===== src/hw/rtl/asw_pkg.sv =====
`timescale 1ns / 1ps

package asw_pkg;

    localparam int SEQ_W     = 64;
    localparam int CFG_IDX_W = 1;
    localparam int CFG_W     = 4;
    localparam int WBITS_W   = 4;
    localparam int LINE_LOG2 = 3;

    typedef logic [1:0] verdict_t;

    localparam verdict_t VERDICT_PASS   = 2'd0;
    localparam verdict_t VERDICT_REPLAY = 2'd1;
    localparam verdict_t VERDICT_STALE  = 2'd2;

    localparam logic [CFG_IDX_W-1:0] CFG_WINDOW_BITS = 1'b0;
    localparam logic [CFG_IDX_W-1:0] CFG_SWIZZLE     = 1'b1;

    localparam logic [WBITS_W-1:0] WINDOW_BITS_RST = 4'd10;

    // controller -> datapath
    typedef struct packed {
        logic clear;   // write zero at clear counter, advance it
        logic accept;  // capture request, compute slot index
        logic read;    // read slot into data register
        logic finish;  // load result, write back on update
    } asw_cmd_t;

    // datapath -> controller
    typedef struct packed {
        logic clear_last;
        logic out_free;
    } asw_stat_t;

endpackage


===== src/hw/rtl/asw_ctrl.sv =====
`timescale 1ns / 1ps

module asw_ctrl
    import asw_pkg::*;
(
    input  logic      clk,
    input  logic      rst_n,
    input  logic      in_valid,
    output logic      in_stall,
    input  asw_stat_t stat,
    output asw_cmd_t  cmd
);

    typedef enum logic [1:0] {
        ST_CLEAR,
        ST_IDLE,
        ST_READ,
        ST_CMP
    } state_t;

    state_t state_reg;
    state_t state_next;

    always_comb
    begin
        state_next = state_reg;
        cmd        = '0;
        case (state_reg)
            ST_CLEAR:
            begin
                cmd.clear = 1'b1;
                if (stat.clear_last)
                begin
                    state_next = ST_IDLE;
                end
            end
            ST_IDLE:
            begin
                if (in_valid)
                begin
                    cmd.accept = 1'b1;
                    state_next = ST_READ;
                end
            end
            ST_READ:
            begin
                cmd.read   = 1'b1;
                state_next = ST_CMP;
            end
            ST_CMP:
            begin
                // hold until the output register can take the result
                if (stat.out_free)
                begin
                    cmd.finish = 1'b1;
                    state_next = ST_IDLE;
                end
            end
            default:
            begin
                state_next = ST_CLEAR;
            end
        endcase
    end

    assign in_stall = (state_reg != ST_IDLE);

    always_ff @(posedge clk or negedge rst_n)
    begin
        if (!rst_n)
        begin
            state_reg <= ST_CLEAR;
        end
        else
        begin
            state_reg <= state_next;
        end
    end

endmodule


===== config.mk =====
export PLATFORM = sky130hd
export DESIGN_NAME = asw_ctrl
export DESIGN_NICKNAME = d
export VERILOG_FILES = /design/src/hw/rtl/asw_pkg.sv /design/src/hw/rtl/asw_ctrl.sv
export SDC_FILE = /design/constraint.sdc
export NUM_CORES = 1
export LEC_CHECK = 0
export BUFFER_PORTS_ARGS = -buffer_cell sky130_fd_sc_hd__buf_4
export CAP_MARGIN = 10
export CORE_AREA = 2 2 39 41
export DETAILED_ROUTE_END_ITERATION = 8
export DIE_AREA = 0 0 41 43
export PLACE_DENSITY = 0.41
export REMOVE_ABC_BUFFERS = 1
export SLEW_MARGIN = 30
export SYNTH_ARGS = -nofsm -noshare
export SYNTH_HDL_FRONTEND = slang
export SYNTH_SLANG_ARGS = --single-unit
export TNS_END_PERCENT = 100

===== constraint.sdc =====
create_clock -name clk -period 2.2 [get_ports clk]
set_clock_uncertainty 0.1 [all_clocks]
set_input_delay 0.44 -clock clk [delete_from_list [all_inputs] [get_ports clk]]
set_output_delay 0.44 -clock clk [all_outputs]
set_load 0.02 [all_outputs]

== Word level (Yosys, flattened, before mapping) ==
Index checks and enable logic that the tools add are counted.
Storage, ports and cells
  register bits: 2
  latch bits: 0
  bits in writable memories: 0
  memory bits (read-only): 0
  input port bits: 5
  output and inout port bits: 5
  logic and storage cells: 20
  memories: 0
Operators by class
  add/sub/neg operators: 0
  multipliers: 0
  div/mod/pow operators: 0
  $lt $le $gt $ge: 0
  eq/ne operators: 7
  shifts and indexed selects: 0
  muxes and demuxes: 10
  bitwise operators: 0
  reductions and logical operators: 2
Operators by type and width (number)
  $pmux 2 s4: 1
  $mux 1: 6
  $mux 2: 3
  $ne 2x2->1 const B: 3
  $eq 2x2->1 const B: 2
  $reduce_and 3->1: 1
  $eq 2x1->1 const B: 1
  $logic_not 2->1: 1
  $ne 2x1->1 const B: 1

== Depth between registers and ports, before layout ==
Gate-level depths: netlist (run 1).
  word-level depth: 3
  mapped depth: 4
  depth with buffers taken out: 4

== Worst setup path before layout (run 1) ==
OpenSTA, ideal clock, no wires.
  path type: register to register
  from: reg state_reg[0]
  to: reg state_reg[1]
  library setup time: 127 ps
  arrival time: 1487 ps
  required time: 1973 ps
  setup slack: 485 ps
  cell stages (with the launch flop): 5
  buffers on the path: 0
  period minus slack after synthesis: 1715 ps
  cell sequence: dfrtp_1 inv_1 ha_1 a222oi_1 mux2_1
Between the ends
  word-level cells in the longest chain between the ends: 3
  elaborated cells on any way between the ends: 9
  those cells by class: eq/ne (6); mux (1); reduce/logical (2)
RTL lines
  from (decl): line asw_ctrl.sv:21  | state_t state_reg;
  from (signal assigned): line asw_ctrl.sv:76  | state_reg <= state_next;
  $eq 2x2->1 (tied with other cells): line asw_ctrl.sv:28  | case (state_reg)
  $ne 2x2->1 (no source line)
  $reduce_and 3->1 (no source line)
Parallel ways exist; a longest one is shown, timed or not.
A chain may end at the register's enable or synchronous reset.

==> results of run 1 <==
## metal layers
layer / share of wire, % / global-route usage [%]
met1: 47 / 6.43
met5: 0 / 0
met3: 16 / 1.57
met2: 37 / 6.56
met4: 0 / 8.00
## what timing repair did
item / in CTS / in global routing
endpoints found under the setup margin: 0 / 0
endpoints found under the hold margin: 2 / 0
hold buffers: 1 / 0
## cell families (layout without fill, tap and decap cells)
kind of cell,after synthesis,in the layout
compound gates,1,1
fa+ha+maj,4,4
buf+inv,6,19
flops,2,2
mux,2,2
simple gates,2,2
## synthesized netlist by cell type
cell type,instances,area (um^2)
a222oi_1,1,10.0
mux2i_1,1,10.0
inv_1,6,22.5
mux2_1,1,11.3
dfrtp_1,2,50.1
ha_1,4,50.1
nor2_1,1,3.75
and2_2,1,7.51
## per-stage QoR
stage | std cells | area (um^2) | setup slack, ns | hold slack [ns] | utilization (%)
floorplan | 17 | 165 | 0.485 | 0.0444 | -
global placement | 42 | 253 | 0.511 | 0.127 | 18.3
detailed placement | 42 | 253 | 0.482 | 0.128 | 18.3
CTS | 46 | 285 | 0.441 | 0.449 | 20.6
global route | 46 | 285 | 0.357 | 0.471 | 20.6
finish | 46 | 285 | 0.451 | 0.449 | 20.6
## report_power, final
| group | total, W | internal, W | switching [W] | leakage, nW |
|---|---|---|---|---|
| logic | 0.000231 | 0.000107 | 0.000124 | 0.131 |
| registers | 0.0000742 | 0.0000571 | 0.0000171 | 0.0224 |
| clock network | 0.0000783 | 0.0000599 | 0.0000183 | 0.0138 |
| total | 0.000383 | 0.000224 | 0.000159 | 0.167 |
## worst max-delay path: stages, from the launching register on
cell,delay [ns]
dfrtp_1,0.40
inv_1,0.09
ha_1,0.18
inv_1,0.07
nor2_1,0.10
buf_4,0.14
## worst min path at each step
stage	depth (start not counted)	slack [ns]	to
finish	2	0.45	state_reg[1]$_DFFE_PN0P_
global route	2	0.47	state_reg[0]$_DFFE_PN0P_
floorplan	0	0.04	state_reg[0]$_DFFE_PN0P_
CTS	2	0.45	state_reg[1]$_DFFE_PN0P_
global placement	1	0.13	state_reg[0]$_DFFE_PN0P_
detailed placement	1	0.13	state_reg[1]$_DFFE_PN0P_
## final cells by class
class                           count  area [um^2]
Fill cell                         156         1100
Timing Repair Buffer               10         77.6
Multi-Input combinational cell      9         92.6
Sequential cell                     2         50.0
Inverter                            6         22.5
Clock buffer                        3         22.5
Tap cell                           16         20.0
==> reports/results.tsv, run 1 <==
stage	metric	value	unit
critical_path	cp-end-kind	output pin	
timing	timing.final.crit_period	1.75	ns
timing	timing.final.max_slew_violations	0	
routing	postRouteWirelength	376	um
critical_path	crit_path_start_kind	flop	
global_routing	antenna_found_initial	0	
critical_path	reg2reg_depth	4	
critical_path	required	1.66	ns
die	floorplan.die_area	1760	um^2
synth	syn_inst	17	
synth	seq_area_frac_synth	30.3	%
synth	synth_adder_area_share	30.3	%
layout	nets	41	
clock_tree	cts_buffers	3	
clock_tree	cts-root-buf	clkbuf_4	
clock_tree	htree_levels	1	
die	die_x	41	um
critical_path	r2r-start	state_reg[0]$_DFFE_PN0P_	
clock_tree	insertion_delay	0.22	ns
die	core_area	1380	um^2
synth	synth_compound_gate_area_share	6.06	%
clock_tree	post_cts_buffers	0	
global_routing	grt_max_degree	5	
power	ir_drop	0.000321	V
synth	avgSynthCellArea	9.72	um^2
synth	syn_area	165	um^2
timing	grt_setup_unrepaired	false	
timing	maxSlewHeadroom	69.1	%
critical_path	r2r-end	state_reg[1]$_DFFE_PN0P_	
routing	via_per_inst	3.22	
clock_tree	cts_buffer_depth	2	
timing	tightest_slew	0.464	ns
layout	diodes	0	
synth	synth_xor_area_share	0	%
synth	synth_top_family_by_area	adder cells	
clock_tree	path_clk_slew	0.03	ns
routing	postRouteAntennaNets	0	
synth	synth_simple_gate_area_share	6.82	%
routing	drc	0	
run	cap_viol_max_count	0	
die	fp-row-count	14	
synth	ys_types	8	
global_routing	grt_util_all_layers	5.62	%
global_routing	grt_pass1_wl	593	um
placed_design	dp.final_hpwl	329	um
clock_tree	cts_resized	0	
critical_path	cp-startpoint	state_reg[1]$_DFFE_PN0P_	
run_status	status	finished, final reports clean	
die	io_pins	10	
power	finalPower	0.000383	W
critical_path	ff2ff_setup_slack	0.50	ns
layout	drive_above_1_share	43.3	%
synth	synth.yosys.warnings	0	
timing	setup_tns	0	ns
placed_design	io_buffers	9	
synth	synthMuxAreaShare	12.9	%
critical_path	critPathKind	reg -> out	
layout	final_common_cell	buf_4	
layout	layout_common_cells	buf_4 (9), inv_1 (6), ha_1 (4)	
critical_path	endpoint	cmd[2]	
timing	finalCritPeriodShare	79.5	%
timing	setup_viol	0	
die	die_h	43	um
routing	drtPass1Iterations	4	
power	leakagePower	0.167	nW
timing	final-hold-violation-count	0	
layout	largest_register_ff_count	2	
global_routing	grt_pass1_vias	179	
global_routing	grt_overflow	0	
clock_tree	clkSinkCount	2	
clock_tree	cts_tree	done	
timing	fmax	572	MHz
power	power_density	1340	nW/um^2
critical_path	critical_path_peak_fanout	4	
routing	wire_per_inst	8.17	um
synth	ys_seq_elements	2	
routing	drt-initial-drc-count	5	
layout	areaGrowthSynthToFinish	72.7	%
placed_design	place.gp.congestion	0.613	
die	start_util	11.9	%
routing	via_count	148	
critical_path	crit_arrival	1.21	ns
min_path	min_path_type	in -> async	
No activity file was read; power rests on OpenSTA's default activity.
==> run 2: changes to the inputs <==
- PLACE_DENSITY: 0.41 -> 0.42
- clock period: 2.2 -> 1.52 ns (I/O delays scaled with it)
==> reports/results.tsv, run 2 (same netlist as run 1, synthesis figures left out) <==
stage	metric	value	unit	change
layout	largest_register_ff_count	2		unchanged
routing	postRouteWirelength	517	um	+38%
clock_tree	insertion_delay	0.22	ns	about the same
clock_tree	cts_tree	done		
global_routing	grt_max_degree	5		unchanged
run	cap_viol_max_count	0		unchanged
layout	drive_above_1_share	81.1	%	+38 points
layout	layout_common_cells	buf_4 (9), buf_6 (7), inv_1 (3), ha_4 (3), clkbuf_4 (3)		
critical_path	r2r-start	state_reg[1]$_DFFE_PN0P_		
layout	nets	48		+17%
die	die_h	43	um	unchanged
die	floorplan.die_area	1760	um^2	unchanged
timing	fin_ws	-0.0915	ns	-0.543 ns
clock_tree	cts-root-buf	clkbuf_4		
timing	timing.final.max_slew_violations	0		unchanged
critical_path	crit_arrival	1.21	ns	about the same
placed_design	io_buffers	9		unchanged
routing	via_count	193		+30%
critical_path	crit_path_start_kind	flop		
global_routing	antenna_found_initial	0		unchanged
layout	areaGrowthSynthToFinish	155	%	
die	start_util	11.9	%	unchanged
clock_tree	path_clk_slew	0.03	ns	about the same
critical_path	required	1.12	ns	-0.54 ns
global_routing	grt_pass1_vias	207		+16%
routing	wire_per_inst	9.75	um	+19%
timing	tightest_slew	0.383	ns	-0.0809 ns
timing	timing.final.crit_period	1.61	ns	
power	ir_drop	0.000667	V	+110%
timing	hold_slack	0.310	ns	-0.139 ns
layout	post-route-util	30.4	%	+9.8 points
die	io_pins	10		unchanged
critical_path	critical_path_peak_fanout	4		unchanged
routing	via_per_inst	3.64		+13%
timing	maxSlewHeadroom	74.5	%	+5.4 points
power	leakagePower	0.202	nW	+21%
layout	nFillCells	152		-2.6%
timing	final-hold-violation-count	0		unchanged
power	finalPower	0.000896	W	+130%
clock_tree	cts_buffers	3		unchanged
layout	register_area	51.3	um^2	+2.5%
critical_path	cp-end-kind	output pin		
min_path	min_path_type	in -> async		
layout	diodes	0		unchanged
timing	finalCritPeriodShare	106	%	
critical_path	cp-startpoint	state_reg[1]$_DFFE_PN0P_		
die	die_x	41	um	unchanged
clock_tree	clkSinkCount	2		unchanged
routing	drtPass1Iterations	4		unchanged
layout	final_common_cell	buf_4		
routing	drt-initial-drc-count	2		-3
routing	drc	0		unchanged
global_routing	grt_util_all_layers	7.43	%	+1.8 points
critical_path	critPathKind	reg -> out		
die	core_area	1380	um^2	unchanged
global_routing	grt_overflow	0		unchanged
layout	multi_input_area	145	um^2	+57%
global_routing	grt_pass1_wl	807	um	+36%
placed_design	place.gp.congestion	0.694		+13%
routing	postRouteAntennaNets	0		unchanged
timing	fmax	621	MHz	
run_status	failed_checks	setup timing		
power	power_density	2130	nW/um^2	+59%
clock_tree	htree_levels	1		unchanged
timing	setup_viol	4		+4
die	fp-row-count	14		unchanged
run_status	status	finished, violations left		
timing	grt_setup_unrepaired	true		
clock_tree	cts_buffer_depth	2		unchanged
## run 2: timing repair
item,4_1_cts,5_1_grt
hold endpoints to repair,2,0
gates resized for setup,20,3
hold buffers,1,0
pin swaps,5,4
endpoints found under the setup margin,7,7
setup buffers,1,2
## run 2: critical path, cell delays in order (launching register included)
cell     delay [ns]
dfrtp_1        0.40
inv_2          0.11
ha_4           0.14
buf_6          0.10
inv_4          0.04
nor2_4         0.07
buf_6          0.12
## run 2: metrics by stage
stage | std cells | area, um^2 | setup WS, ns | setup TNS, ns
finish | 53 | 420 | -0.0915 | -0.273
detailed placement | 47 | 290 | -0.108 | -0.203
global route | 53 | 420 | -0.172 | -0.562
CTS | 52 | 398 | -0.0891 | -0.285
floorplan | 17 | 165 | -0.195 | -0.204
global placement | 47 | 290 | -0.101 | -0.169
## run 2: per-layer routing
metal	up-vias	GRT usage, %	routed length, um
met3	2	3.14	44
met1	86	8.04	225
li1	93	-	-
met4	0	8.00	11
met2	12	9.69	236
met5	-	0	0
## run 2: final cells by class
class / instances / area share [%]
well taps: 16 / 4.76
repair buffers: 17 / 37.2
clock buffers: 3 / 5.36
flip-flops and latches: 2 / 12.2
multi-input cells: 9 / 34.5
inverters: 6 / 5.95
## run 2: path summary, 6_finish.rpt
| path | to | slack, ns | depth (start not counted) |
|---|---|---|---|
| max | cmd[2] | -0.09 | 6 |
| min | state_reg[0]$_DFFE_PN0P_ | 0.31 | 2 |
| max reg2reg | state_reg[1]$_DFFE_PN0P_ | -0.08 | 4 |
| min reg2reg | state_reg[1]$_DFFE_PN0P_ | 0.47 | 1 |
| max in group asynchronous | state_reg[0]$_DFFE_PN0P_ | 0.91 | 2 |
| min in group clk | state_reg[1]$_DFFE_PN0P_ | 0.46 | 4 |
## run 2: where the power goes
group	internal [W]	switching, W
Combinational	0.000372	0.000286
Sequential	0.0000850	0.0000352
Clock	0.0000871	0.0000304
